===== src/hdl/dtsc_pkg.sv =====
// Shared constants and types for the DNA tile saturating counter.
`default_nettype none

package dtsc_pkg;

  // Tile geometry.
  localparam int MAX_TILE_BASES_DEFAULT = 10;
  localparam int MIN_TILE_BASES         = 8;

  // Field and register widths.
  localparam int BASE_W      = 2;
  localparam int COUNT_W     = 16;
  localparam int TILE_SIZE_W = 4;
  localparam int PHASE_W     = 4;
  localparam int CFG_INDEX_W = 2;
  localparam int CFG_DATA_W  = 16;

  // Register reset values.
  localparam logic [TILE_SIZE_W-1:0] TILE_SIZE_RESET   = 4'd10;
  localparam logic [COUNT_W-1:0]     MAX_PATTERN_RESET = 16'd1024;

  // Register indexes on the configuration port.
  localparam logic [CFG_INDEX_W-1:0] REG_TILE_SIZE   = 2'd0;
  localparam logic [CFG_INDEX_W-1:0] REG_MAX_PATTERN = 2'd1;

  // Entries in the queue between the front and the back.
  localparam int QUEUE_DEPTH = 2;

  // Status of the tile queue as seen by its producer and consumer.
  typedef struct packed {
    logic full;
    logic empty;
  } queue_status_t;

  // Back end sequencer states.
  typedef enum logic [2:0] {
    ST_CLEAR  = 3'b001,
    ST_IDLE   = 3'b010,
    ST_UPDATE = 3'b100
  } back_state_t;

endpackage

`default_nettype wire


===== src/hdl/dtsc_queue.sv =====
// Short FIFO of completed tile codes between the front and the back.
`default_nettype none

module dtsc_queue #(
  parameter int WIDTH = 20,
  parameter int DEPTH = dtsc_pkg::QUEUE_DEPTH
) (
  input  wire logic                    clk,
  input  wire logic                    rst,
  input  wire logic                    push,
  input  wire logic [WIDTH-1:0]        push_data,
  input  wire logic                    pop,
  output logic      [WIDTH-1:0]        head_data,
  output dtsc_pkg::queue_status_t      status
);

  localparam int PTR_W = (DEPTH > 1) ? $clog2(DEPTH) : 1;
  localparam int CNT_W = $clog2(DEPTH + 1);
  localparam logic [PTR_W-1:0] LAST = PTR_W'(DEPTH - 1);

  logic [WIDTH-1:0] slots [DEPTH];
  logic [PTR_W-1:0] wr_ptr;
  logic [PTR_W-1:0] rd_ptr;
  logic [CNT_W-1:0] fill;

  logic do_push;
  logic do_pop;

  assign status.full  = (fill == CNT_W'(DEPTH));
  assign status.empty = (fill == '0);
  assign do_push      = push & ~status.full;
  assign do_pop       = pop & ~status.empty;
  assign head_data    = slots[rd_ptr];

  always_ff @(posedge clk) begin
    if (do_push) begin
      slots[wr_ptr] <= push_data;
    end
  end

  always_ff @(posedge clk) begin
    if (rst) begin
      wr_ptr <= '0;
      rd_ptr <= '0;
      fill   <= '0;
    end else begin
      if (do_push) begin
        wr_ptr <= (wr_ptr == LAST) ? '0 : wr_ptr + PTR_W'(1);
      end
      if (do_pop) begin
        rd_ptr <= (rd_ptr == LAST) ? '0 : rd_ptr + PTR_W'(1);
      end
      unique case ({do_push, do_pop})
        2'b10:   fill <= fill + CNT_W'(1);
        2'b01:   fill <= fill - CNT_W'(1);
        default: fill <= fill;
      endcase
    end
  end

endmodule

`default_nettype wire


===== config.mk =====
export PLATFORM = sky130hd
export DESIGN_NAME = dtsc_queue
export DESIGN_NICKNAME = d
export VERILOG_FILES = /design/src/hdl/dtsc_pkg.sv /design/src/hdl/dtsc_queue.sv
export SDC_FILE = /design/constraint.sdc
export NUM_CORES = 1
export LEC_CHECK = 0
export ABC_AREA = 1
export BUFFER_PORTS_ARGS = -buffer_cell sky130_fd_sc_hd__buf_2
export CAP_MARGIN = 5
export CORE_ASPECT_RATIO = 0.6
export CORE_MARGIN = 2
export CORE_UTILIZATION = 50
export CTS_BUF_LIST = sky130_fd_sc_hd__clkbuf_2
export CTS_CLUSTER_DIAMETER = 200
export DETAILED_ROUTE_END_ITERATION = 7
export PLACE_DENSITY = 0.75
export SLEW_MARGIN = 20
export SYNTH_ARGS = -nofsm -noshare
export SYNTH_HDL_FRONTEND = slang
export SYNTH_SLANG_ARGS = --single-unit
export TNS_END_PERCENT = 5

===== constraint.sdc =====
create_clock -name clk -period 2.2 [get_ports clk]
set_clock_uncertainty 0.1 [all_clocks]
set_input_delay 0.11 -clock clk [delete_from_list [all_inputs] [get_ports clk]]
set_output_delay 0.11 -clock clk [all_outputs]
set_load 0.1 [all_outputs]

# Word level (Yosys, flattened, before mapping)
# Memories as Yosys holds them, arrays and structs flattened. A register that Yosys moved wholly into a read port is not among the register bits.
# Cells that the tools add are included.
[op_classes] n_mux=7 reduce_logical=2 n_eq_ne=3 n_addsub=4 bitwise_logic=4
[ops] op="$mux 1" count=6
[ops] op="$eq 2x2->1 const B" count=2
[ops] op="$pmux 2 s2" count=1
[ops] op="$add 1x1->1 const B" count=2
[ops] op="$add 2x1->2 const B" count=1
[ops] op="$and 1x1->1" count=2
[ops] op="$eq 2x1->1 const B" count=1
[ops] op="$logic_not 2->1" count=1
[ops] op="$not 1->1" count=2
[ops] op="$reduce_bool 2->1" count=1
[ops] op="$sub 2x1->2 const B" count=1
[totals] memories=1 ram_bits=40 out_inout_bits=22 elab_cells=24 ff_bits=4
[memory_table] name="slots" words=2 width=20 read_ports=1 rd_ports_with_merged_regs=1 write_ports=1 line_no="dtsc_queue.sv:21" rtl="logic [WIDTH-1:0] slots [DEPTH];"

# Longest topological paths before layout
# Gate-level depths: netlist of the first run.
[depth] depth_word=5 mapped_depth=10

# Worst setup path after synthesis of the first run
# No wires, ideal clock.
[synth_path] kind="register to register" from="register fill[0]" to="memory slots[0][0], enable pin" setup_ns=0.397 t_required_ns=1.703 t_arrival_ns=1.651 path_stages_with_launch=5 path_buffers=0 slack_ns=0.052 synth_period_minus_slack_ns=2.148 cell_sequence="dfxtp_1 nor2_4 nor2_4 inv_2 nor2_1"
[synth_rtl] element="from (decl)" line_no="dtsc_queue.sv:24" rtl="logic [CNT_W-1:0] fill;"
[synth_rtl] element="from (signal assigned)" line_no="dtsc_queue.sv:54" rtl="2'b10: fill <= fill + CNT_W'(1);"
[synth_rtl] element="from (signal assigned)" line_no="dtsc_queue.sv:55" rtl="2'b01: fill <= fill - CNT_W'(1);"
[synth_rtl] element="from (signal assigned)" line_no="dtsc_queue.sv:56" rtl="default: fill <= fill;"
[synth_rtl] element="to (decl)" line_no="dtsc_queue.sv:21"

==> reports/metrics.yaml, run 1 <==
cp-end-kind: "primary output"
fill_cells: 235
yosysUniqueCellTypes: 15
crit_buf_inv: 2
cp_cell_sequence: "buf_4, mux2_2, buf_2"
syn-cell-area_um2: 1710
hold_viol_final: 0
dieArea_um2: 3930
grt_max_degree: 13
setup_violations: 0
viasPerCell: 4.79
drc: 0
cp-start-kind: "flip-flop"
fin_crit_sh_pct: 83.3
synth-seq-area-share_pct: 75.9
portBuffers: 45
fp-row-count: 16
path_delay_family: "buffers and inverters"
use_met1_pct: 17.9
mostFrequentLayoutCell: "buf_2"
tightest_slew_ns: 0.488
yosysWarnings: 0
dp_hpwl_um: 2050
synth_cells: 102
max-vdd-ir-drop_mv: 0.696
met3_usage_pct: 5.19
antenna_found_initial: 0
core_um2: 3260
cts-root-buf: "clkbuf_2"
dpl_cell_area_um2: 2030
die_h_um: 49.4
wire_per_inst_um: 13.0
numCtsBuffers: 5
dr_total_vias: 1083
cts.htree.levels: 2
ioPinCount: 46
cap_violations: 0
clk_latency_ns: 0.37
use_met2_pct: 29.7
p_leak_nw: 0.927
cp_slowest_cell: "dfxtp_1"
min_period_ns: 1.83
nNetsFinal: 205
power.density_nw_per_um2: 1120
min_path_type: "primary input to flip-flop"
wl_um: 2940
ant_nets: 0
dr.pass1.iters: 4
busiest_layer: "met2"
critPathMaxFanout: 12
postCtsSetupRepairBufs: 0
start_util_pct: 52.5
grt_pass1_vias: 1057
max_slew_margin_pct: 67.7
drv_slew: 0
fin_setup_tns_ns: 0
finalInstanceArea_um2: 2290
num_antenna_cells: 0
synth-seq-cells: 45
cts_tree: "yes"
cpPeakStageDelay_ns: 0.38
cts.sinks: 45
path_clk_slew_ns: 0.19
layout_common_cells: "45 x buf_2, 40 x edfxtp_1, 22 x dlygate4sd3_1"
drtIter0Drc: 19
drive_gt1_share_pct: 48.1
cp.required_ns: 1.99
synthesis.nets: 127
grt_first_pass_wirelength_um: 4600
rsz0062_at_grt: "false"
arrival_ns: 1.62
avgSynthCellArea_um2: 16.8
max_freq_ghz: 0.546
grt_use_total_pct: 16.1
clk_path_buf_depth: 2
die_w_um: 79.6
status: "finished, final reports clean"
syn_to_final_growth_pct: 33.5
critPathKind: "flip-flop to primary output"
globalplace.congestion: 0.877
grt.overflow.total: 0
==> path summary, 6_finish.rpt <==
check	start	to	slack [ns]	depth (start not counted)
worst max-delay path	flip-flop	head_data[0]	0.37	3
worst max register to register	fill[0]	wr_ptr	0.60	6
worst min register to register	fill[1]	fill[1]	0.46	2
worst min-delay path	pop	flip-flop	0.1	6
==> kinds of logic after synthesis <==
logic type               share of synthesized area, %
multiplexers                                     13.1
AND/OR/NAND/NOR                                  6.79
adder cells (fa/ha/maj)                         0.730
buffers and inverters                            2.85
AO/OA/AOI/OAI                                   0.583
flip-flops                                       75.9
==> state kept, by name (all words and copies together) (netlist names), named ones only <==
register	cells
slots	40
fill	2
rd_ptr	1
wr_ptr	1
==> synthesized netlist by cell type <==
cell type | n | area [um2]
mux2_2 | 20 | 225
nor2_4 | 3 | 33.8
dfxtp_1 | 5 | 100
o21ai_0 | 1 | 5.00
inv_1 | 7 | 26.3
nand2_1 | 7 | 26.3
nor2_1 | 10 | 37.5
a21oi_1 | 1 | 5.00
inv_2 | 2 | 7.51
nor2_2 | 1 | 6.26
nand2_2 | 1 | 6.26
buf_4 | 2 | 15.0
edfxtp_1 | 40 | 1200
nand4_1 | 1 | 6.26
ha_1 | 1 | 12.5
==> area by class of cell <==
type	instances	area [um2]	share of cell area (%)
inverters	9	33.8	1.48
flip-flops and latches	45	1300	56.9
clock buffers	8	40.0	1.75
well taps	45	56.3	2.46
multi-input cells	46	367	16.0
repair buffers	73	490	21.4
==> through the flow <==
step                total power, mW  util (%)  hold slack (ns)  worst slack, ns  instances
finish                         2.56      70.1           0.0977            0.368        226
global route                   2.66      70.1           0.0917            0.253        226
CTS                            2.57      70.1           0.0757            0.336        226
detailed placement             2.23      62.2            0.202            0.670        196
global placement               2.20      62.2            0.198            0.768        196
floorplan                      2.07         -            0.109           0.0520        102
==> report_power, final <==
| group | leakage [nW] | total [mW] | internal (mW) | switching (mW) |
|---|---|---|---|---|
| logic | 0.479 | 1.15 | 0.251 | 0.902 |
| clock network | 0.0332 | 0.320 | 0.0940 | 0.226 |
| registers | 0.415 | 1.09 | 1.04 | 0.0441 |
==> per-layer routing <==
layer	vias up	share of wire (%)
met2	38	52
met5	-	0
met3	2	7.0
met4	0	0.27
li1	517	-
met1	526	41
==> worst reg2reg max path: stages (launching register included) <==
cell,delay [ns]
dfxtp_1,0.51
nor2_4,0.08
nor2_4,0.12
nand2_2,0.07
nand2_1,0.06
nor2_1,0.04
dlygate4sd3_1,0.55
==> repair_timing <==
item | in CTS | in global routing
hold endpoints to repair | 45 | 0
gates resized for setup | 0 | 0
hold buffers | 22 | 0
Note: power is estimated with default switching activity, not from simulation.
==> inputs of run 2 (changes only) <==
--- a/config.mk
+++ b/config.mk
@@ -10,11 +10,11 @@
 export CAP_MARGIN = 5
 export CORE_ASPECT_RATIO = 0.6
 export CORE_MARGIN = 2
-export CORE_UTILIZATION = 50
+export CORE_UTILIZATION = 48
 export CTS_BUF_LIST = sky130_fd_sc_hd__clkbuf_2
 export CTS_CLUSTER_DIAMETER = 200
 export DETAILED_ROUTE_END_ITERATION = 7
-export PLACE_DENSITY = 0.75
+export PLACE_DENSITY = 0.76
 export SLEW_MARGIN = 20
 export SYNTH_ARGS = -nofsm -noshare
 export SYNTH_HDL_FRONTEND = slang
==> constraint.sdc (replaced) <==
create_clock -name clk -period 1.5 [get_ports clk]
set_clock_uncertainty 0.1 [all_clocks]
set_input_delay 0.075 -clock clk [delete_from_list [all_inputs] [get_ports clk]]
set_output_delay 0.075 -clock clk [all_outputs]
set_load 0.1 [all_outputs]
==> reports/metrics.yaml, run 2 (synthesis gave the netlist of run 1 again) <==
cp_slowest_cell: "dfxtp_4"
fin_crit_sh_pct: 109
cpPeakStageDelay_ns: 0.42  # +0.04 ns
cts_tree: "yes"
max_slew_margin_pct: 85.8  # +18 points
cts.htree.levels: 2  # unchanged
fin_setup_tns_ns: -2.46  # -2.46 ns
numCtsBuffers: 5  # unchanged
largest_register_ffs: 40  # unchanged
grt.overflow.total: 0  # unchanged
p_leak_nw: 1.13  # +22%
reg_top3: "slots: 40 flops, fill: 2 flops"
tightest_slew_ns: 0.213  # -0.275 ns
grt_use_total_pct: 20.2  # +4.1 points
nNetsFinal: 206  # +0.49%
dp_hpwl_um: 2350  # +15%
layout_common_cells: "40 x edfxtp_1, 23 x buf_2, 22 x dlygate4sd3_1"
cp_cell_sequence: "buf_8, mux2_4, buf_12"
multi_input_area_um2: 464  # +27%
regMostFlops: "slots"
ff2ff_path_depth: 10  # +4
core_um2: 3340  # +2.5%
die_w_um: 81.2  # +2.0%
viasPerCell: 4.79  # about the same
path_clk_slew_ns: 0.20  # about the same
holdCritStartpoint: "pop"
final_util_pct: 82.3  # +12 points
r2r_slack_ns: 0.01  # -0.59 ns
dr_total_vias: 1092  # +0.83%
failed_checks: "setup timing"
mostFrequentLayoutCell: "edfxtp_1"
wire_per_inst_um: 16.6  # +28%
cap_violations: 0  # unchanged
drc: 0  # unchanged
setup_violations: 20  # +20
globalplace.congestion: 0.741  # -16%
ant_nets: 0  # unchanged
dieArea_um2: 4080  # +3.9%
start_util_pct: 51.3  # -1.3 points
grt_max_degree: 21  # +8
critPathKind: "flip-flop to primary output"
dr.pass1.iters: 4  # unchanged
cts-root-buf: "clkbuf_2"
min_path_type: "primary input to flip-flop"
hold_viol_final: 0  # unchanged
r2r_end: "fill[1]"
fp-row-count: 16  # unchanged
clk_path_buf_depth: 2  # unchanged
min_to: "rd_ptr"
cp-start-kind: "flip-flop"
antenna_found_initial: 1  # +1
drv_slew: 0  # unchanged
max_freq_ghz: 0.613
ioPinCount: 46  # unchanged
portBuffers: 45  # unchanged
critPathMaxFanout: 7  # -5
grt_first_pass_wirelength_um: 5740  # +25%
drtIter0Drc: 55  # +36
setup_ws_ns: -0.132  # -0.501 ns
min_period_ns: 1.63
max-vdd-ir-drop_mv: 1.06  # +53%
whs_path_depth: 6  # unchanged
wl_um: 3790  # +29%
dp.cells: 196  # unchanged
cp.required_ns: 1.32  # -0.67 ns
grt_pass1_vias: 1140  # +7.9%
rsz0062_at_grt: "true"
reg2reg_from: "fill[1]"
die_h_um: 50.3  # +1.9%
fin_cells: 228  # +0.88%
clk_latency_ns: 0.39  # +0.02 ns
syn_to_final_growth_pct: 60.6
fill_cells: 174  # -26%
ff_latch_area_um2: 1310  # +0.67%
drive_gt1_share_pct: 50.5  # +2.5 points
cts.sinks: 45  # unchanged
status: "finished with violations"
power.density_nw_per_um2: 1630  # +45%
arrival_ns: 1.46  # -0.16 ns
cp-end-kind: "primary output"
## run 2: changes by cell type in the layout (fill, tap and decap cells not counted), moves of 3 or more
cell and change:
buf_2 -22, buf_12 +21, mux2_2 -20, mux2_4 +20, buf_4 -3, buf_8 +3, dfxtp_1 -3
## run 2: routing by layer
| layer | track usage, % | wire length [um] | up-vias |
|---|---|---|---|
| li1 | - | - | 524 |
| met1 | 22.9 | 1480 | 517 |
| met2 | 33.9 | 1980 | 43 |
| met3 | 6.83 | 238 | 8 |
| met4 | 10.7 | 91 | 0 |
| met5 | 0 | 0 | - |
## run 2: what timing repair did
| action | 4_1_cts | 5_1_grt |
|---|---|---|
| endpoints found under the setup margin | 22 | 23 |
| gates cloned | 1 | 0 |
| gates resized for setup | 31 | 2 |
| endpoints found under the hold margin | 45 | 0 |
| setup buffers | 0 | 0 |
| hold buffers | 22 | 0 |
## run 2: layout make-up
cell class	instances	share of cell area [%]
timing repair buffer	74	30.7
tap	45	2.05
clock buffer	8	1.45
multi-input combinational	46	16.9
antenna	1	0.0909
sequential	45	47.6
inverter	9	1.23
## run 2: critical path: cells and delay by family, from the launching register on
family,cells,cell delay [ns]
flip-flops,1,0.42
buffers and inverters,2,0.32
multiplexers,1,0.32
## run 2: per-stage QoR
stage | power [mW] | instance area, um2 | setup slack (ns) | hold WS (ns)
after global placement | 3.73 | 2370 | 0.159 | 0.163
final | 4.48 | 2750 | -0.132 | 0.0550
after floorplan | 3.07 | 1740 | -0.273 | 0.0739
after CTS | 4.46 | 2740 | -0.151 | 0.0113
after global routing | 4.63 | 2750 | -0.209 | 0.0346
after detailed placement | 3.78 | 2370 | 0.0642 | 0.169
## run 2: how the worst max path moves through the flow
stage,end,depth (start not counted),slack [ns],from
final,head_data[16],3,-0.13,flip-flop
after global routing,head_data[2],3,-0.21,flip-flop
after CTS,head_data[2],3,-0.15,flip-flop
after detailed placement,fill[1],10,0.06,fill[1]
after global placement,fill[1],10,0.16,fill[1]
after floorplan,fill[1],10,-0.27,fill[1]
## run 2: where the power goes
part | leakage (nW) | switching [mW] | internal, mW
Sequential | 0.417 | 0.0876 | 1.54
Combinational | 0.677 | 1.47 | 0.891
Clock | 0.0332 | 0.348 | 0.138
==> inputs of run 3 (changes only) <==
==> constraint.sdc (replaced) <==
create_clock -name clk -period 1.35 [get_ports clk]
set_clock_uncertainty 0.1 [all_clocks]
set_input_delay 0.0675 -clock clk [delete_from_list [all_inputs] [get_ports clk]]
set_output_delay 0.0675 -clock clk [all_outputs]
set_load 0.1 [all_outputs]
==> reports/metrics.yaml, run 3 (synthesis gave the netlist of run 1 again) <==
clk_path_buf_depth: 2  # unchanged
hold_viol_final: 0  # unchanged
postCtsSetupRepairBufs: 0  # unchanged
largest_register_ffs: 40  # unchanged
drv_slew: 0  # unchanged
layout_common_cells: "40 x edfxtp_1, 24 x buf_12, 23 x buf_2"
r2r_end: "fill[1]"
core_um2: 3340  # unchanged
nNetsFinal: 209  # +1.5%
num_antenna_cells: 0  # -1
failed_checks: "setup timing"
drive_gt1_share_pct: 51.4  # +0.80 points
p_leak_nw: 1.16  # +3.1%
cp.required_ns: 1.18  # -0.14 ns
holdCritStartpoint: "pop"
portBuffers: 45  # unchanged
dr_total_vias: 1146  # +4.9%
final_util_pct: 84.9  # +2.6 points
numCtsBuffers: 5  # unchanged
status: "finished with violations"
globalplace.congestion: 0.767  # +3.5%
regMostFlops: "slots"
cts.htree.levels: 2  # unchanged
power.total_mw: 5.32  # +19%
wl_um: 4220  # +11%
viasPerCell: 4.98  # +4.0%
drtIter0Drc: 54  # -1.8%
max_freq_ghz: 0.598
wire_per_inst_um: 18.3  # +10%
max-vdd-ir-drop_mv: 1.38  # +29%
cts_tree: "yes"
setup_violations: 42  # +110%
setup_ws_ns: -0.321  # -0.189 ns
whs_path_depth: 5  # -1
drc: 0  # unchanged
fp-row-count: 16  # unchanged
cts.sinks: 45  # unchanged
syn_to_final_growth_pct: 65.6
dr.pass1.iters: 4  # unchanged
cp-start-kind: "flip-flop"
cp-end-kind: "primary output"
grt.overflow.total: 0  # unchanged
rsz0062_at_grt: "true"
critPathMaxFanout: 7  # unchanged
power.density_nw_per_um2: 1870  # +15%
mostFrequentLayoutCell: "edfxtp_1"
min_period_ns: 1.67
dp_hpwl_um: 2450  # +4.3%
r2r_slack_ns: -0.15  # -0.16 ns
arrival_ns: 1.50  # +0.04 ns
ff2ff_path_depth: 9  # -1
ioPinCount: 46  # unchanged
path_clk_slew_ns: 0.23  # +0.03 ns
antenna_found_initial: 0  # -1
dieArea_um2: 4080  # unchanged
cap_violations: 0  # unchanged
tightest_slew_ns: 0.230  # +0.0163 ns
grt_max_degree: 21  # unchanged
fin_crit_sh_pct: 124
reg_top3: "slots: 40 flops, fill: 2 flops"
die_h_um: 50.3  # unchanged
critPathKind: "flip-flop to primary output"
die_w_um: 81.2  # unchanged
ant_nets: 0  # unchanged
start_util_pct: 51.3  # unchanged
reg2reg_from: "fill[0]"
min_path_type: "primary input to flip-flop"
max_slew_margin_pct: 84.7  # -1.1 points
grt_pass1_vias: 1247  # +9.4%
grt_first_pass_wirelength_um: 5980  # +4.2%
endpoint: "head_data[1]"
grt_use_total_pct: 21.1  # +0.88 points
clk_latency_ns: 0.39  # about the same
cts-root-buf: "clkbuf_2"
-- run 3: area by class of cell --
class / instances / area [um2]
clock buffers: 6 / 30.0
clock inverters: 2 / 33.8
fillers: 140 / 504
inverters: 9 / 33.8
multi-input cells: 46 / 464
flip-flops and latches: 45 / 1310
well taps: 45 / 56.3
repair buffers: 77 / 908
-- run 3: timing repair --
action,CTS,global route
hold endpoints to repair,45,0
setup endpoints to repair,55,50
hold buffers,22,0
gates resized for setup,14,15
pin swaps,2,0
gates cloned,0,1
-- run 3: worst min-delay path by stage --
stage / endpoint / slack, ns
after floorplan: slots[0][0] / 0.07
after global placement: slots[1][2] / 0.16
after detailed placement: slots[1][11] / 0.16
after CTS: flip-flop / 0.04
after global routing: rd_ptr / 0.05
final: rd_ptr / 0.06
-- run 3: through the flow --
step | setup TNS (ns) | cells | worst slack [ns] | hold slack (ns) | instance area [um2]
global route | -8.91 | 230 | -0.370 | 0.0525 | 2840
CTS | -6.34 | 229 | -0.327 | 0.0374 | 2760
floorplan | -12.97 | 102 | -0.423 | 0.0664 | 1740
global placement | 0 | 199 | 0.0110 | 0.156 | 2430
detailed placement | -0.334 | 199 | -0.0788 | 0.160 | 2430
finish | -6.85 | 230 | -0.321 | 0.0650 | 2840
-- run 3: worst max-delay path, cell delays in order, from the launching register on --
cell and delay, ns:
dfxtp_4 0.44, clkbuf_16 0.17, mux2_4 0.32, buf_12 0.17
-- run 3: where the power goes --
part	internal, mW	switching [mW]	leakage [nW]
Sequential	1.72	0.105	0.417
Clock	0.316	0.411	0.0406
Combinational	1.10	1.67	0.704
-- run 3: layer usage --
layer / wire, um / vias up / GRT usage (%)
li1: - / 530 / -
met1: 1550 / 555 / 23.2
met2: 2390 / 53 / 38.4
met3: 203 / 8 / 5.58
met4: 73 / 0 / 9.04
met5: 0 / - / 0
