`config.mk`:
```
export PLATFORM = sky130hd
export DESIGN_NAME = dtsc_front
export DESIGN_NICKNAME = d
export VERILOG_FILES = /design/src/hdl/dtsc_pkg.sv /design/src/hdl/dtsc_front.sv
export SDC_FILE = /design/constraint.sdc
export NUM_CORES = 1
export LEC_CHECK = 0
export ABC_AREA = 1
export BUFFER_PORTS_ARGS = -buffer_cell sky130_fd_sc_hd__buf_2
export CORE_MARGIN = 2
export CORE_UTILIZATION = 50
export DETAILED_ROUTE_END_ITERATION = 8
export PLACE_DENSITY = 0.78
export SETUP_SLACK_MARGIN = 0.1
export SLEW_MARGIN = 10
export SYNTH_ARGS = -nofsm -noshare
export SYNTH_HDL_FRONTEND = slang
export SYNTH_SLANG_ARGS = --single-unit
```
`constraint.sdc`:
```
create_clock -name clk -period 2.4 [get_ports clk]
set_input_delay 0.12 -clock clk [delete_from_list [all_inputs] [get_ports clk]]
set_output_delay 0.12 -clock clk [all_outputs]
set_load 0.1 [all_outputs]
```
`src/hdl/dtsc_pkg.sv`:
```
// Shared constants and types for the DNA tile saturating counter.
`default_nettype none

package dtsc_pkg;

  // Tile geometry.
  localparam int MAX_TILE_BASES_DEFAULT = 10;
  localparam int MIN_TILE_BASES         = 8;

  // Field and register widths.
  localparam int BASE_W      = 2;
  localparam int COUNT_W     = 16;
  localparam int TILE_SIZE_W = 4;
  localparam int PHASE_W     = 4;
  localparam int CFG_INDEX_W = 2;
  localparam int CFG_DATA_W  = 16;

  // Register reset values.
  localparam logic [TILE_SIZE_W-1:0] TILE_SIZE_RESET   = 4'd10;
  localparam logic [COUNT_W-1:0]     MAX_PATTERN_RESET = 16'd1024;

  // Register indexes on the configuration port.
  localparam logic [CFG_INDEX_W-1:0] REG_TILE_SIZE   = 2'd0;
  localparam logic [CFG_INDEX_W-1:0] REG_MAX_PATTERN = 2'd1;

  // Entries in the queue between the front and the back.
  localparam int QUEUE_DEPTH = 2;

  // Status of the tile queue as seen by its producer and consumer.
  typedef struct packed {
    logic full;
    logic empty;
  } queue_status_t;

  // Back end sequencer states.
  typedef enum logic [2:0] {
    ST_CLEAR  = 3'b001,
    ST_IDLE   = 3'b010,
    ST_UPDATE = 3'b100
  } back_state_t;

endpackage

`default_nettype wire

```
`src/hdl/dtsc_front.sv`:
```
// Front end: accepts bases, packs them into tiles and queues completed tiles.
`default_nettype none

module dtsc_front #(
  parameter int MAX_TILE_BASES = dtsc_pkg::MAX_TILE_BASES_DEFAULT
) (
  input  wire logic                                clk,
  input  wire logic                                rst,
  input  wire logic                                in_valid,
  output logic                                     in_stall,
  input  wire logic [dtsc_pkg::BASE_W-1:0]         base_code,
  input  wire logic                                seq_start,
  input  wire logic [dtsc_pkg::TILE_SIZE_W-1:0]    tile_size,
  input  wire logic                                clearing,
  input  wire dtsc_pkg::queue_status_t             q_status,
  output logic                                     push,
  output logic      [2*MAX_TILE_BASES-1:0]         push_code
);

  localparam int CODE_W = 2 * MAX_TILE_BASES;
  localparam logic [dtsc_pkg::PHASE_W-1:0] SIZE_MIN =
    dtsc_pkg::PHASE_W'(dtsc_pkg::MIN_TILE_BASES);
  localparam logic [dtsc_pkg::PHASE_W-1:0] SIZE_MAX = dtsc_pkg::PHASE_W'(MAX_TILE_BASES);

  logic [dtsc_pkg::PHASE_W-1:0] phase_count;
  logic [dtsc_pkg::PHASE_W-1:0] phase_count_next;
  logic [CODE_W-1:0]            tile_shift;
  logic [CODE_W-1:0]            tile_shift_next;

  logic                         accept;
  logic [dtsc_pkg::PHASE_W-1:0] size_eff;
  logic [dtsc_pkg::PHASE_W-1:0] phase_base;
  logic [dtsc_pkg::PHASE_W-1:0] phase_inc;
  logic [CODE_W-1:0]            shift_base;
  logic [CODE_W-1:0]            shift_inc;
  logic [CODE_W-1:0]            code_mask;
  logic                         tile_done;

  // Hold bases back while the count table is being cleared or the queue is full.
  assign in_stall = clearing | q_status.full;
  assign accept   = in_valid & ~in_stall;

  always_comb begin
    priority if (tile_size < SIZE_MIN) begin
      size_eff = SIZE_MIN;
    end else if (tile_size > SIZE_MAX) begin
      size_eff = SIZE_MAX;
    end else begin
      size_eff = tile_size;
    end
  end

  always_comb begin
    phase_base = seq_start ? '0 : phase_count;
    shift_base = seq_start ? '0 : tile_shift;
    phase_inc  = phase_base + dtsc_pkg::PHASE_W'(1);
    shift_inc  = {shift_base[CODE_W-3:0], base_code};
    code_mask  = ~({CODE_W{1'b1}} << {size_eff, 1'b0});
    tile_done  = (phase_inc >= size_eff);
  end

  always_comb begin
    phase_count_next = phase_count;
    tile_shift_next  = tile_shift;
    if (accept) begin
      if (tile_done) begin
        phase_count_next = '0;
        tile_shift_next  = '0;
      end else begin
        phase_count_next = phase_inc;
        tile_shift_next  = shift_inc;
      end
    end
  end

  assign push      = accept & tile_done;
  assign push_code = shift_inc & code_mask;

  always_ff @(posedge clk) begin
    if (rst) begin
      phase_count <= '0;
      tile_shift  <= '0;
    end else begin
      phase_count <= phase_count_next;
      tile_shift  <= tile_shift_next;
    end
  end

endmodule

`default_nettype wire

```
# Word-level counts from Yosys, hierarchy flattened
# Index checks and enable logic that the tools add are counted.
# W data, S select, Z words.
[word_totals] register_bits=22 output_inout_bits=22 elab_cells=19
[classes] n_addsub=1 n_lt_le_gt_ge=3 shifts=1 n_mux=6 bitwise=6
[ops] operator="$mux W18" n=2
[ops] operator="$and A20 B20 Y20" n=1
[ops] operator="$not A20 Y20" n=1
[ops] operator="$shl A20 B5 Y20 const A" n=1
[ops] operator="$mux W4" n=4
[ops] operator="$add A4 B1 Y4 const B" n=1
[ops] operator="$ge A4 B4 Y1" n=1
[ops] operator="$gt A4 B4 Y1 const B" n=1
[ops] operator="$lt A4 B4 Y1 const B" n=1
[ops] operator="$and A1 B1 Y1" n=2
[ops] operator="$not A1 Y1" n=1
[ops] operator="$or A1 B1 Y1" n=1

# Logic depth before layout (Yosys ltp)
# Gate-level depths: netlist of run 1.
[logic_depth] ltp_word=6 depth_mapped=15 ltp_nobuf=13

# Least setup slack after synthesis of run 1
# Ideal clock, no wire load.
[synth_timing] path_type="register -> output" start="register phase_count[0] (netlist name)" end="output port push" arrival_ns=2.043 setup_slack_ns=0.237 stages_incl_launch_ff=13 n_path_buf=0 path_cell_list="dfxtp_1 inv_1 nor2_1 ha_1 xor2_1 inv_1 ha_1 nand2_1 inv_1 nand2_1 nand3_1 nand2_2 inv_1"
[synth_between] elab_chain_len=4
[synth_lines] item="start, declared" line_no="dtsc_front.sv:25" rtl="logic [dtsc_pkg::PHASE_W-1:0] phase_count;"
[synth_lines] item="start signal, assigned" line_no="dtsc_front.sv:84" rtl="phase_count <= phase_count_next;"
[synth_lines] item="$mux W4" line_no="dtsc_front.sv:54" rtl="phase_base = seq_start ? '0 : phase_count;"
[synth_lines] item="$add A4 B1 Y4" line_no="dtsc_front.sv:56" rtl="phase_inc = phase_base + dtsc_pkg::PHASE_W'(1);"
[synth_lines] item="$ge A4 B4 Y1" line_no="dtsc_front.sv:59" rtl="tile_done = (phase_inc >= size_eff);"
[synth_lines] item="$and A1 B1 Y1" line_no="dtsc_front.sv:76" rtl="assign push = accept & tile_done;"
[synth_lines] item="end, declared" line_no="dtsc_front.sv:16" rtl="output logic push,"
# Every way passes these cells.

# Worst setup path in the final report of run 1
[layout_timing] start="register phase_count[1] (netlist name)" end="output port push"
# The elaborated chain is that of the path after synthesis.

==> impl_metrics.ini, run 1 <==
[floorplanning]
die_w_microns = 52.91
die_h_microns = 52.91
core_sq_um = 2233
die_area_sq_um = 2799
initial_core_util_pct = 53.56
rows = 17
io_pins = 35

[run]
maxCapViolCount = 0

[power]
p_leak_nw = 0.7503
ir_worst_vdd_uv = 444.9
powerDensity_nw_per_um2 = 538.2
total_power_mw = 0.7543

[clocking]
cts_buffers = 3
htreeDepth = 1
root_buffer = clkbuf_4
clkSinkCount = 22
cts_max_path_buffers = 2
cts_tree = built
clk_latency_ps = 300
hold_buffers = 0
cts_setup_buffers = 0
path_clk_slew_ps = 110

[sta]
slew_viol_final = 0
setup_slack_ps = 192.8
fmax_mhz = 453.1
fin_crit_sh_pct = 91.97
setup_violations = 0
grt_setup_unrepaired = false
hold_viol_final = 0
slew_headroom_pct = 66.88
finalSetupTns_ps = 0
min_period_ps = 2207
clock-skew-final_ps = 2.142
tightest_slew_ps = 495.1

[synthesis]
synthCells = 180
synth_area_sq_um = 1196
ys_seq_elements = 22
yosys.cell_types.count = 22
synth_area_per_cell_sq_um = 6.645
yosysSeqAreaShare_pct = 36.82
synth_nets = 198
ys.warnings.count = 0

[finish]
area_growth_pct = 17.15
diodes = 0
nFillCells = 228
drive_gt1_share_pct = 26.70
final_cell_mix = nand2_1, nor2_1, buf_2
layout.cells.non_filler = 234
fin_util_pct = 62.75
finalNetCount = 226

[worst_setup_path]
start_kind = register
cp_max_fo = 2
critPathArrivalTime_ps = 2090
worstSetupPathType = register to output pin
endpoint_kind = output pin
cp_slowest_cell = dfxtp_2
path_cells = inv_1 > nor2_2 > ha_4 > xor2_2 > inv_1 > ha_4 > nand2_1 > inv_1 > nand2_1 > nand3_1 > nand2_2 > inv_2 > buf_12
critPathMostFrequentCell = inv_1
required_ps = 2280
cpPeakStageDelay_ps = 350

[run_status]
status = finished, final reports clean

[route]
viasPerCell = 4.786
antenna_left = 0
firstDrtPassIters = 4
post_drt_wl_per_cell_microns = 10.27
drt_iter0_markers = 15
drt-total-wl_mm = 2.404
drc_errors = 0
num_vias = 1120

[global_route]
grt_start_max_net_pins = 33
grt_pass1_wl_mm = 3.836
antenna_found_initial = 0
gr-total-overflow = 0
grt_pass1_vias = 989
grt.total_usage_pct = 18.46

[place]
port_buffers = 33
hpwl_mm = 1.758
gp_congestion = 0.7713
dp_slack_ps = 293.4
dpl.cell_count = 231

[min_path]
hp-class = input pin to register
==> area by class of cell <==
cell class	instances	area [sq um]	area share, %
multi-input combinational	120	613.1	43.75
sequential	22	442.9	31.61
clock buffer	3	22.52	1.607
tap	28	35.03	2.500
inverter	28	105.1	7.500
timing repair buffer	33	182.7	13.04
==> worst max-delay path, delay by kind of cell, from the launching register on <==
family        cells  cell delay [ps]
buf+inv           5              460
fa+ha+maj         2              430
simple gates      5              410
flops             1              350
xor+xnor          1              130
==> synth_stat cells, drive strengths merged <==
cell	count	area (sq um)
nand4	1	6.260
a21oi	3	15.01
nand2	37	151.4
inv	28	105.1
o21ai	24	120.1
nor3	1	5.000
buf	7	68.81
conb	2	7.510
nor2	42	172.7
nand3	3	15.01
clkbuf	3	11.26
dfxtp	22	440.4
ha	5	62.56
xor2	1	8.760
or2	1	6.260
==> worst paths after layout <==
check,start,endpoint,slack [ps],cells past startpoint
worst max-delay path,phase_count[1]$_SDFFE_PP0P_,push,190,13
worst max register to register,phase_count[1]$_SDFFE_PP0P_,tile_shift[1]$_SDFFE_PP0P_,490,13
worst min-delay path,base_code[0],tile_shift[0]$_SDFFE_PP0P_,90,3
worst min register to register,tile_shift[15]$_SDFFE_PP0P_,tile_shift[15]$_SDFFE_PP0P_,550,2
==> logic make-up (layout without fill, tap and decap cells) <==
kind of cell,after synthesis,after routing,share of synthesized area (%)
AND/OR/NAND/NOR,85,85,29.81
buffers and inverters,38,64,15.48
AO/OA/AOI/OAI,27,27,11.30
flip-flops,22,22,36.82
adder cells (fa/ha/maj),5,5,5.230
other,2,2,0.6278
XOR/XNOR,1,1,0.7324
==> sequential cells by signal (all words and copies together) (netlist names) <==
name         cells
tile_shift      18
phase_count      4
==> what timing repair did <==
item	CTS	global route
setup endpoints to repair	1	1
pin swaps	0	3
gates resized for setup	1	11
==> metrics by stage <==
| step | hold slack [ps] | cell area, sq um |
|---|---|---|
| 2_1_floorplan | 302.8 | 1196 |
| 3_3_place_gp | 399.4 | 1331 |
| 3_5_place_dp | 411.5 | 1331 |
| 4_1_cts | 91.66 | 1356 |
| 5_1_grt | 112.5 | 1401 |
| 6_report | 92.19 | 1401 |
==> metal layers <==
layer	vias up	global-route usage, %	wire (microns)
li1	596	-	-
met3	4	2.542	95
met5	-	0	0
met2	27	35.21	1222
met4	0	8.120	21
met1	493	19.86	1065
==> report_power, final <==
group | internal (mW) | switching [mW] | total [mW]
clock network | 0.0586 | 0.104 | 0.163
logic | 0.0477 | 0.154 | 0.202
registers | 0.384 | 0.00588 | 0.390
total | 0.490 | 0.264 | 0.754
Power figures use the tool's default switching activity.
==> inputs of run 2 (changes only) <==
==> constraint.sdc (replaced) <==
create_clock -name clk -period 2.4 [get_ports clk]
set_input_delay 0 -clock clk [delete_from_list [all_inputs] [get_ports clk]]
set_output_delay 0 -clock clk [all_outputs]
set_load 0.1 [all_outputs]
==> run 2 against run 1 <==
Effect of this change:
- sequential power barely moved
- fmax rose by 2.9%
- non-clock buffer count rose by 2
- first-iteration DRC count fell by 13%
- total power rose by 5.8%
- critical path type unchanged
- worst setup slack improved by 62 ps
- largest cell class unchanged
- highest routed layer unchanged
- via count rose by 1.4%
- clock power rose by 27%
==> impl_metrics.ini, run 2 (synthesis results as in run 1) <==
[run_status]
status = finished, final reports clean

[finish]
layout_commonest_cell = nor2_1
largest_reg_flops = 18
area_growth_pct = 16.53
finalNetCount = 228
largest_register = tile_shift
diodes = 0
drive_gt1_share_pct = 24.88
final_cell_mix = nor2_1, nand2_1, buf_2
top_regs = tile_shift x18, phase_count x4

[sta]
grt_setup_unrepaired = false
finalSetupTns_ps = 0
clock-skew-final_ps = 4.493
fmax_mhz = 466.3
fin_crit_sh_pct = 89.36
setup_violations = 0
slew_viol_final = 0
slew_headroom_pct = 66.25
min_period_ps = 2145
tightest_slew_ps = 504.4
hold_viol_final = 0

[route]
viasPerCell = 4.793
wl_met2_mm = 1.344
met1_length_mm = 1.084
drt_iter0_markers = 13
drc_errors = 0
firstDrtPassIters = 4
num_vias = 1136
drt-total-wl_mm = 2.563
post_drt_wl_per_cell_microns = 10.81
highest_layer = met4
antenna_left = 0
wl_met3_microns = 97

[floorplanning]
die_w_microns = 52.91
rows = 17
core_sq_um = 2233
die_area_sq_um = 2799
die_h_microns = 52.91
initial_core_util_pct = 53.56
io_pins = 35

[worst_setup_path]
worst-path-buf-inv = 5
critPathArrivalTime_ps = 2140
required_ps = 2400
start_kind = register
path_cells = inv_1 > nor2_4 > ha_1 > xor2_1 > inv_1 > ha_1 > nand2_1 > inv_1 > nand2_1 > nand3_1 > nand2_2 > inv_2 > buf_12
cp_slowest_cell = dfxtp_2
critPathMostFrequentCell = inv_1
endpoint_kind = output pin
cp_max_fo = 3
worstSetupPathType = register to output pin
path_delay_family = adder cells
cpPeakStageDelay_ps = 340

[clocking]
root_buffer = clkbuf_4
clk_latency_ps = 310
cts_max_path_buffers = 2
path_clk_slew_ps = 120
cts_buffers = 3
clkSinkCount = 22
htreeDepth = 1
cts_tree = built

[place]
gp_congestion = 0.7271
hpwl_mm = 1.838
port_buffers = 33

[power]
total_power_mw = 0.7980
p_leak_nw = 0.7680
ir_worst_vdd_uv = 440.7
powerDensity_nw_per_um2 = 572.5

[run]
maxCapViolCount = 0

[global_route]
antenna_found_initial = 0
grt_pass1_vias = 1083
grt.total_usage_pct = 20.36
gr-total-overflow = 0
grt_pass1_wl_mm = 4.209
grt_start_max_net_pins = 33

[min_path]
hp-class = input pin to register
run 2: cell count changes in the layout (fill, tap and decap cells not counted), sizes merged:
cell / change
dlygate4sd3: +1
buf: +2
run 2: through the flow:
| stage | instance area (sq um) | hold slack, ps | setup WS (ps) | std cells | util, % |
|---|---|---|---|---|---|
| global placement | 1316 | 277.3 | 401.0 | 231 | 58.94 |
| CTS | 1375 | 4.864 | 149.3 | 236 | 61.57 |
| detailed placement | 1316 | 294.8 | 258.2 | 231 | 58.94 |
| finish | 1394 | 9.565 | 255.3 | 237 | 62.41 |
| floorplan | 1196 | 182.8 | 345.5 | 180 | - |
| global route | 1394 | 20.65 | 117.4 | 237 | 62.41 |
run 2: timing repair:
| action | in CTS | in global routing |
|---|---|---|
| gates resized for setup | 4 | 4 |
| hold buffers | 1 | 0 |
| setup endpoints to repair | 1 | 1 |
| setup buffers | 0 | 1 |
| endpoints found under the hold margin | 1 | 0 |
run 2: worst reg2reg max path, cell delays in order (launching register included):
cell and delay [ps]:
dfxtp_2 340, inv_1 90, nor2_4 50, ha_1 200, xor2_1 190, inv_1 70
ha_1 300, nand2_1 60, inv_1 50, nand2_1 50, nand3_1 80, nand2_2 90
nand2_4 210, nor2_1 80
run 2: routing by layer:
metal,global-route usage (%),up-vias
li1,-,600
met5,0,-
met2,37.92,24
met3,2.260,4
met1,22.81,508
met4,9.402,0
run 2: layout make-up:
| type | count | area (sq um) |
|---|---|---|
| sequential | 22 | 441.7 |
| timing repair buffer | 35 | 197.7 |
| multi-input combinational | 120 | 578.1 |
| tap | 28 | 35.03 |
| fill | 235 | 839.6 |
| inverter | 28 | 105.1 |
| clock buffer | 4 | 36.28 |
run 2: worst paths after layout:
kind	startpoint	to	slack (ps)	depth (start not counted)
max	phase_count[0]$_SDFFE_PP0P_	push	260	13
min	base_code[1]	tile_shift[1]$_SDFFE_PP0P_	10	3
max reg2reg	phase_count[0]$_SDFFE_PP0P_	tile_shift[1]$_SDFFE_PP0P_	420	13
min reg2reg	tile_shift[17]$_SDFFE_PP0P_	tile_shift[17]$_SDFFE_PP0P_	550	2
run 2: power by group:
| group | switching (mW) | internal [mW] | leakage, nW |
|---|---|---|---|
| Clock | 0.114 | 0.0927 | 0.0210 |
| Combinational | 0.154 | 0.0467 | 0.567 |
| Sequential | 0.00625 | 0.384 | 0.180 |
| Total | 0.275 | 0.523 | 0.768 |
==> inputs of run 3 (changes only) <==
--- a/config.mk
+++ b/config.mk
@@ -10,9 +10,9 @@
 export CORE_MARGIN = 2
 export CORE_UTILIZATION = 50
 export DETAILED_ROUTE_END_ITERATION = 8
+export GPL_ROUTABILITY_DRIVEN = 1
 export PLACE_DENSITY = 0.78
 export SETUP_SLACK_MARGIN = 0.1
-export SLEW_MARGIN = 10
 export SYNTH_ARGS = -nofsm -noshare
 export SYNTH_HDL_FRONTEND = slang
 export SYNTH_SLANG_ARGS = --single-unit
==> constraint.sdc (replaced) <==
create_clock -name clk -period 2 [get_ports clk]
set_input_delay 0 -clock clk [delete_from_list [all_inputs] [get_ports clk]]
set_output_delay 0 -clock clk [all_outputs]
set_load 0.1 [all_outputs]
==> run 3 against run 2 <==
Effect of this change:
- the flow now finishes with violations (setup timing)
- first-iteration DRC count up 38%
- critical path depth down 4
- die area stayed put
- flip-flop and latch count did not move
- hold slack gained 190 ps
- clock power up 64%
- largest cell class unchanged
- wire length grew 13%
- combinational power up 45%
- sequential share of layout area fell by 5.1 points
- non-clock buffer count increased by 9
- sequential power grew 20%
==> impl_metrics.ini, run 3 (synthesis results as in run 1) <==
[run_status]
status = complete, but fails checks
violations = setup timing

[worst_setup_path]
path_cells = nand2_1 > o21ai_2 > nand2_1 > ha_4 > a21oi_1 > nand3_2 > nand2_4 > clkinvlp_4 > buf_12
start_kind = register
cp_slowest_cell = dfxtp_2
worstSetupPathType = register to output pin
critPathMostFrequentCell = nand2_1
required_ps = 2000
critPathArrivalTime_ps = 2070
cpPeakStageDelay_ps = 370
cp_max_fo = 3
endpoint_kind = output pin

[sta]
min_period_ps = 2069
grt_setup_unrepaired = true
clock-skew-final_ps = 18.68
tightest_slew_ps = 514.3
setup_violations = 1
hold_viol_final = 0
slew_viol_final = 0
slew_headroom_pct = 65.59
setup_slack_ps = -69.24
fmax_mhz = 483.3
fin_crit_sh_pct = 103.5

[run]
maxCapViolCount = 0

[global_route]
grt_start_max_net_pins = 33
gr-usage-met3_pct = 4.237
top_usage_layer = met2
antenna_found_initial = 0
grt_pass1_wl_mm = 4.381
grt_pass1_vias = 1087
grt.total_usage_pct = 21.41
use_met1_pct = 24.16
gr-total-overflow = 0
grt_use_met2_pct = 37.50

[finish]
area_growth_pct = 38.91
largest_register = tile_shift
top_regs = tile_shift x18, phase_count x4
diodes = 0
fin_util_pct = 74.40
largest_reg_flops = 18
final_cell_mix = buf_2, nand2_1, nor2_1
regArea_sq_um = 441.7
finalNetCount = 239
layout_commonest_cell = buf_2
drive_gt1_share_pct = 39.09
design_area_sq_um = 1662
multiInputGateArea_sq_um = 748.2
nFillCells = 172

[clocking]
clkSinkCount = 22
root_buffer = clkbuf_4
cts_buffers = 3
cts_tree = built
clk_latency_ps = 310
cts_max_path_buffers = 2
htreeDepth = 1
path_clk_slew_ps = 140

[power]
powerDensity_nw_per_um2 = 662.5
p_leak_nw = 0.8413
total_power_mw = 1.101
ir_worst_vdd_uv = 591.9

[floorplanning]
die_area_sq_um = 2799
rows = 17
die_w_microns = 52.91
core_sq_um = 2233
die_h_microns = 52.91
initial_core_util_pct = 53.56
io_pins = 35

[place]
port_buffers = 33
dp_slack_ps = -15.83
hpwl_mm = 1.760
dpl_cell_area_sq_um = 1368
gp_congestion = 0.8495

[route]
drt_iter0_markers = 18
antenna_left = 0
num_vias = 1225
drc_errors = 0
post_drt_wl_per_cell_microns = 11.71
firstDrtPassIters = 4
viasPerCell = 4.940
drt-total-wl_mm = 2.904

[min_path]
hp-class = input pin to register
==> run 3: cell types whose count changed in the layout (fill, tap and decap cells not counted), sizes merged <==
cell,delta
inv,-1
nand2,+2
buf,+8
clkbuf,-1
clkinvlp,+1
dlygate4sd3,+1
bufinv,+1
==> run 3: through the flow <==
stage               hold WS, ps  cells  setup TNS (ps)
floorplan                 182.8    180               0
global placement          279.2    233               0
detailed placement        295.1    233          -54.22
CTS                       118.3    246          -101.3
global route              200.4    248          -164.3
finish                    200.9    248          -69.24
==> run 3: timing repair <==
item,in CTS,in global routing
hold buffers,2,0
setup buffers,6,1
gates resized for setup,8,23
hold endpoints to repair,2,0
pin swaps,4,5
gates cloned,1,1
setup endpoints to repair,23,23
==> run 3: final timing paths <==
| kind | start | end | slack, ps | depth (start not counted) |
|---|---|---|---|---|
| max | phase_count[0]$_SDFFE_PP0P_ | push | -70 | 9 |
| min | rst | tile_shift[6]$_SDFFE_PP0P_ | 200 | 4 |
| max reg2reg | phase_count[0]$_SDFFE_PP0P_ | phase_count[1]$_SDFFE_PP0P_ | 80 | 10 |
| min reg2reg | tile_shift[16]$_SDFFE_PP0P_ | tile_shift[16]$_SDFFE_PP0P_ | 560 | 2 |
==> run 3: critical path: cells and delay by family, from the launching register on <==
kind                     cells  cell delay (ps)
AO/OA/AOI/OAI                2              370
adder cells (fa/ha/maj)      1              280
buffers and inverters        2              270
flip-flops                   1              370
AND/OR/NAND/NOR              4              460
==> run 3: layout make-up <==
class                      count  share of cell area [%]
clock inverter                 1                   1.807
tap                           28                   2.108
multi-input combinational    122                   45.03
inverter                      28                   6.551
sequential                    22                   26.58
timing repair buffer          44                   16.57
clock buffer                   3                   1.355
==> run 3: routing by layer <==
layer / vias up / part of all wire, %
met5: - / 0
met4: 0 / 3.0
met3: 8 / 3.5
li1: 625 / -
met1: 563 / 43
met2: 29 / 50
==> run 3: power by group <==
part,leakage [nW],internal [mW],switching (mW)
combinational,0.633,0.0815,0.211
clock,0.0279,0.203,0.137
sequential,0.180,0.461,0.00795
total,0.841,0.745,0.356
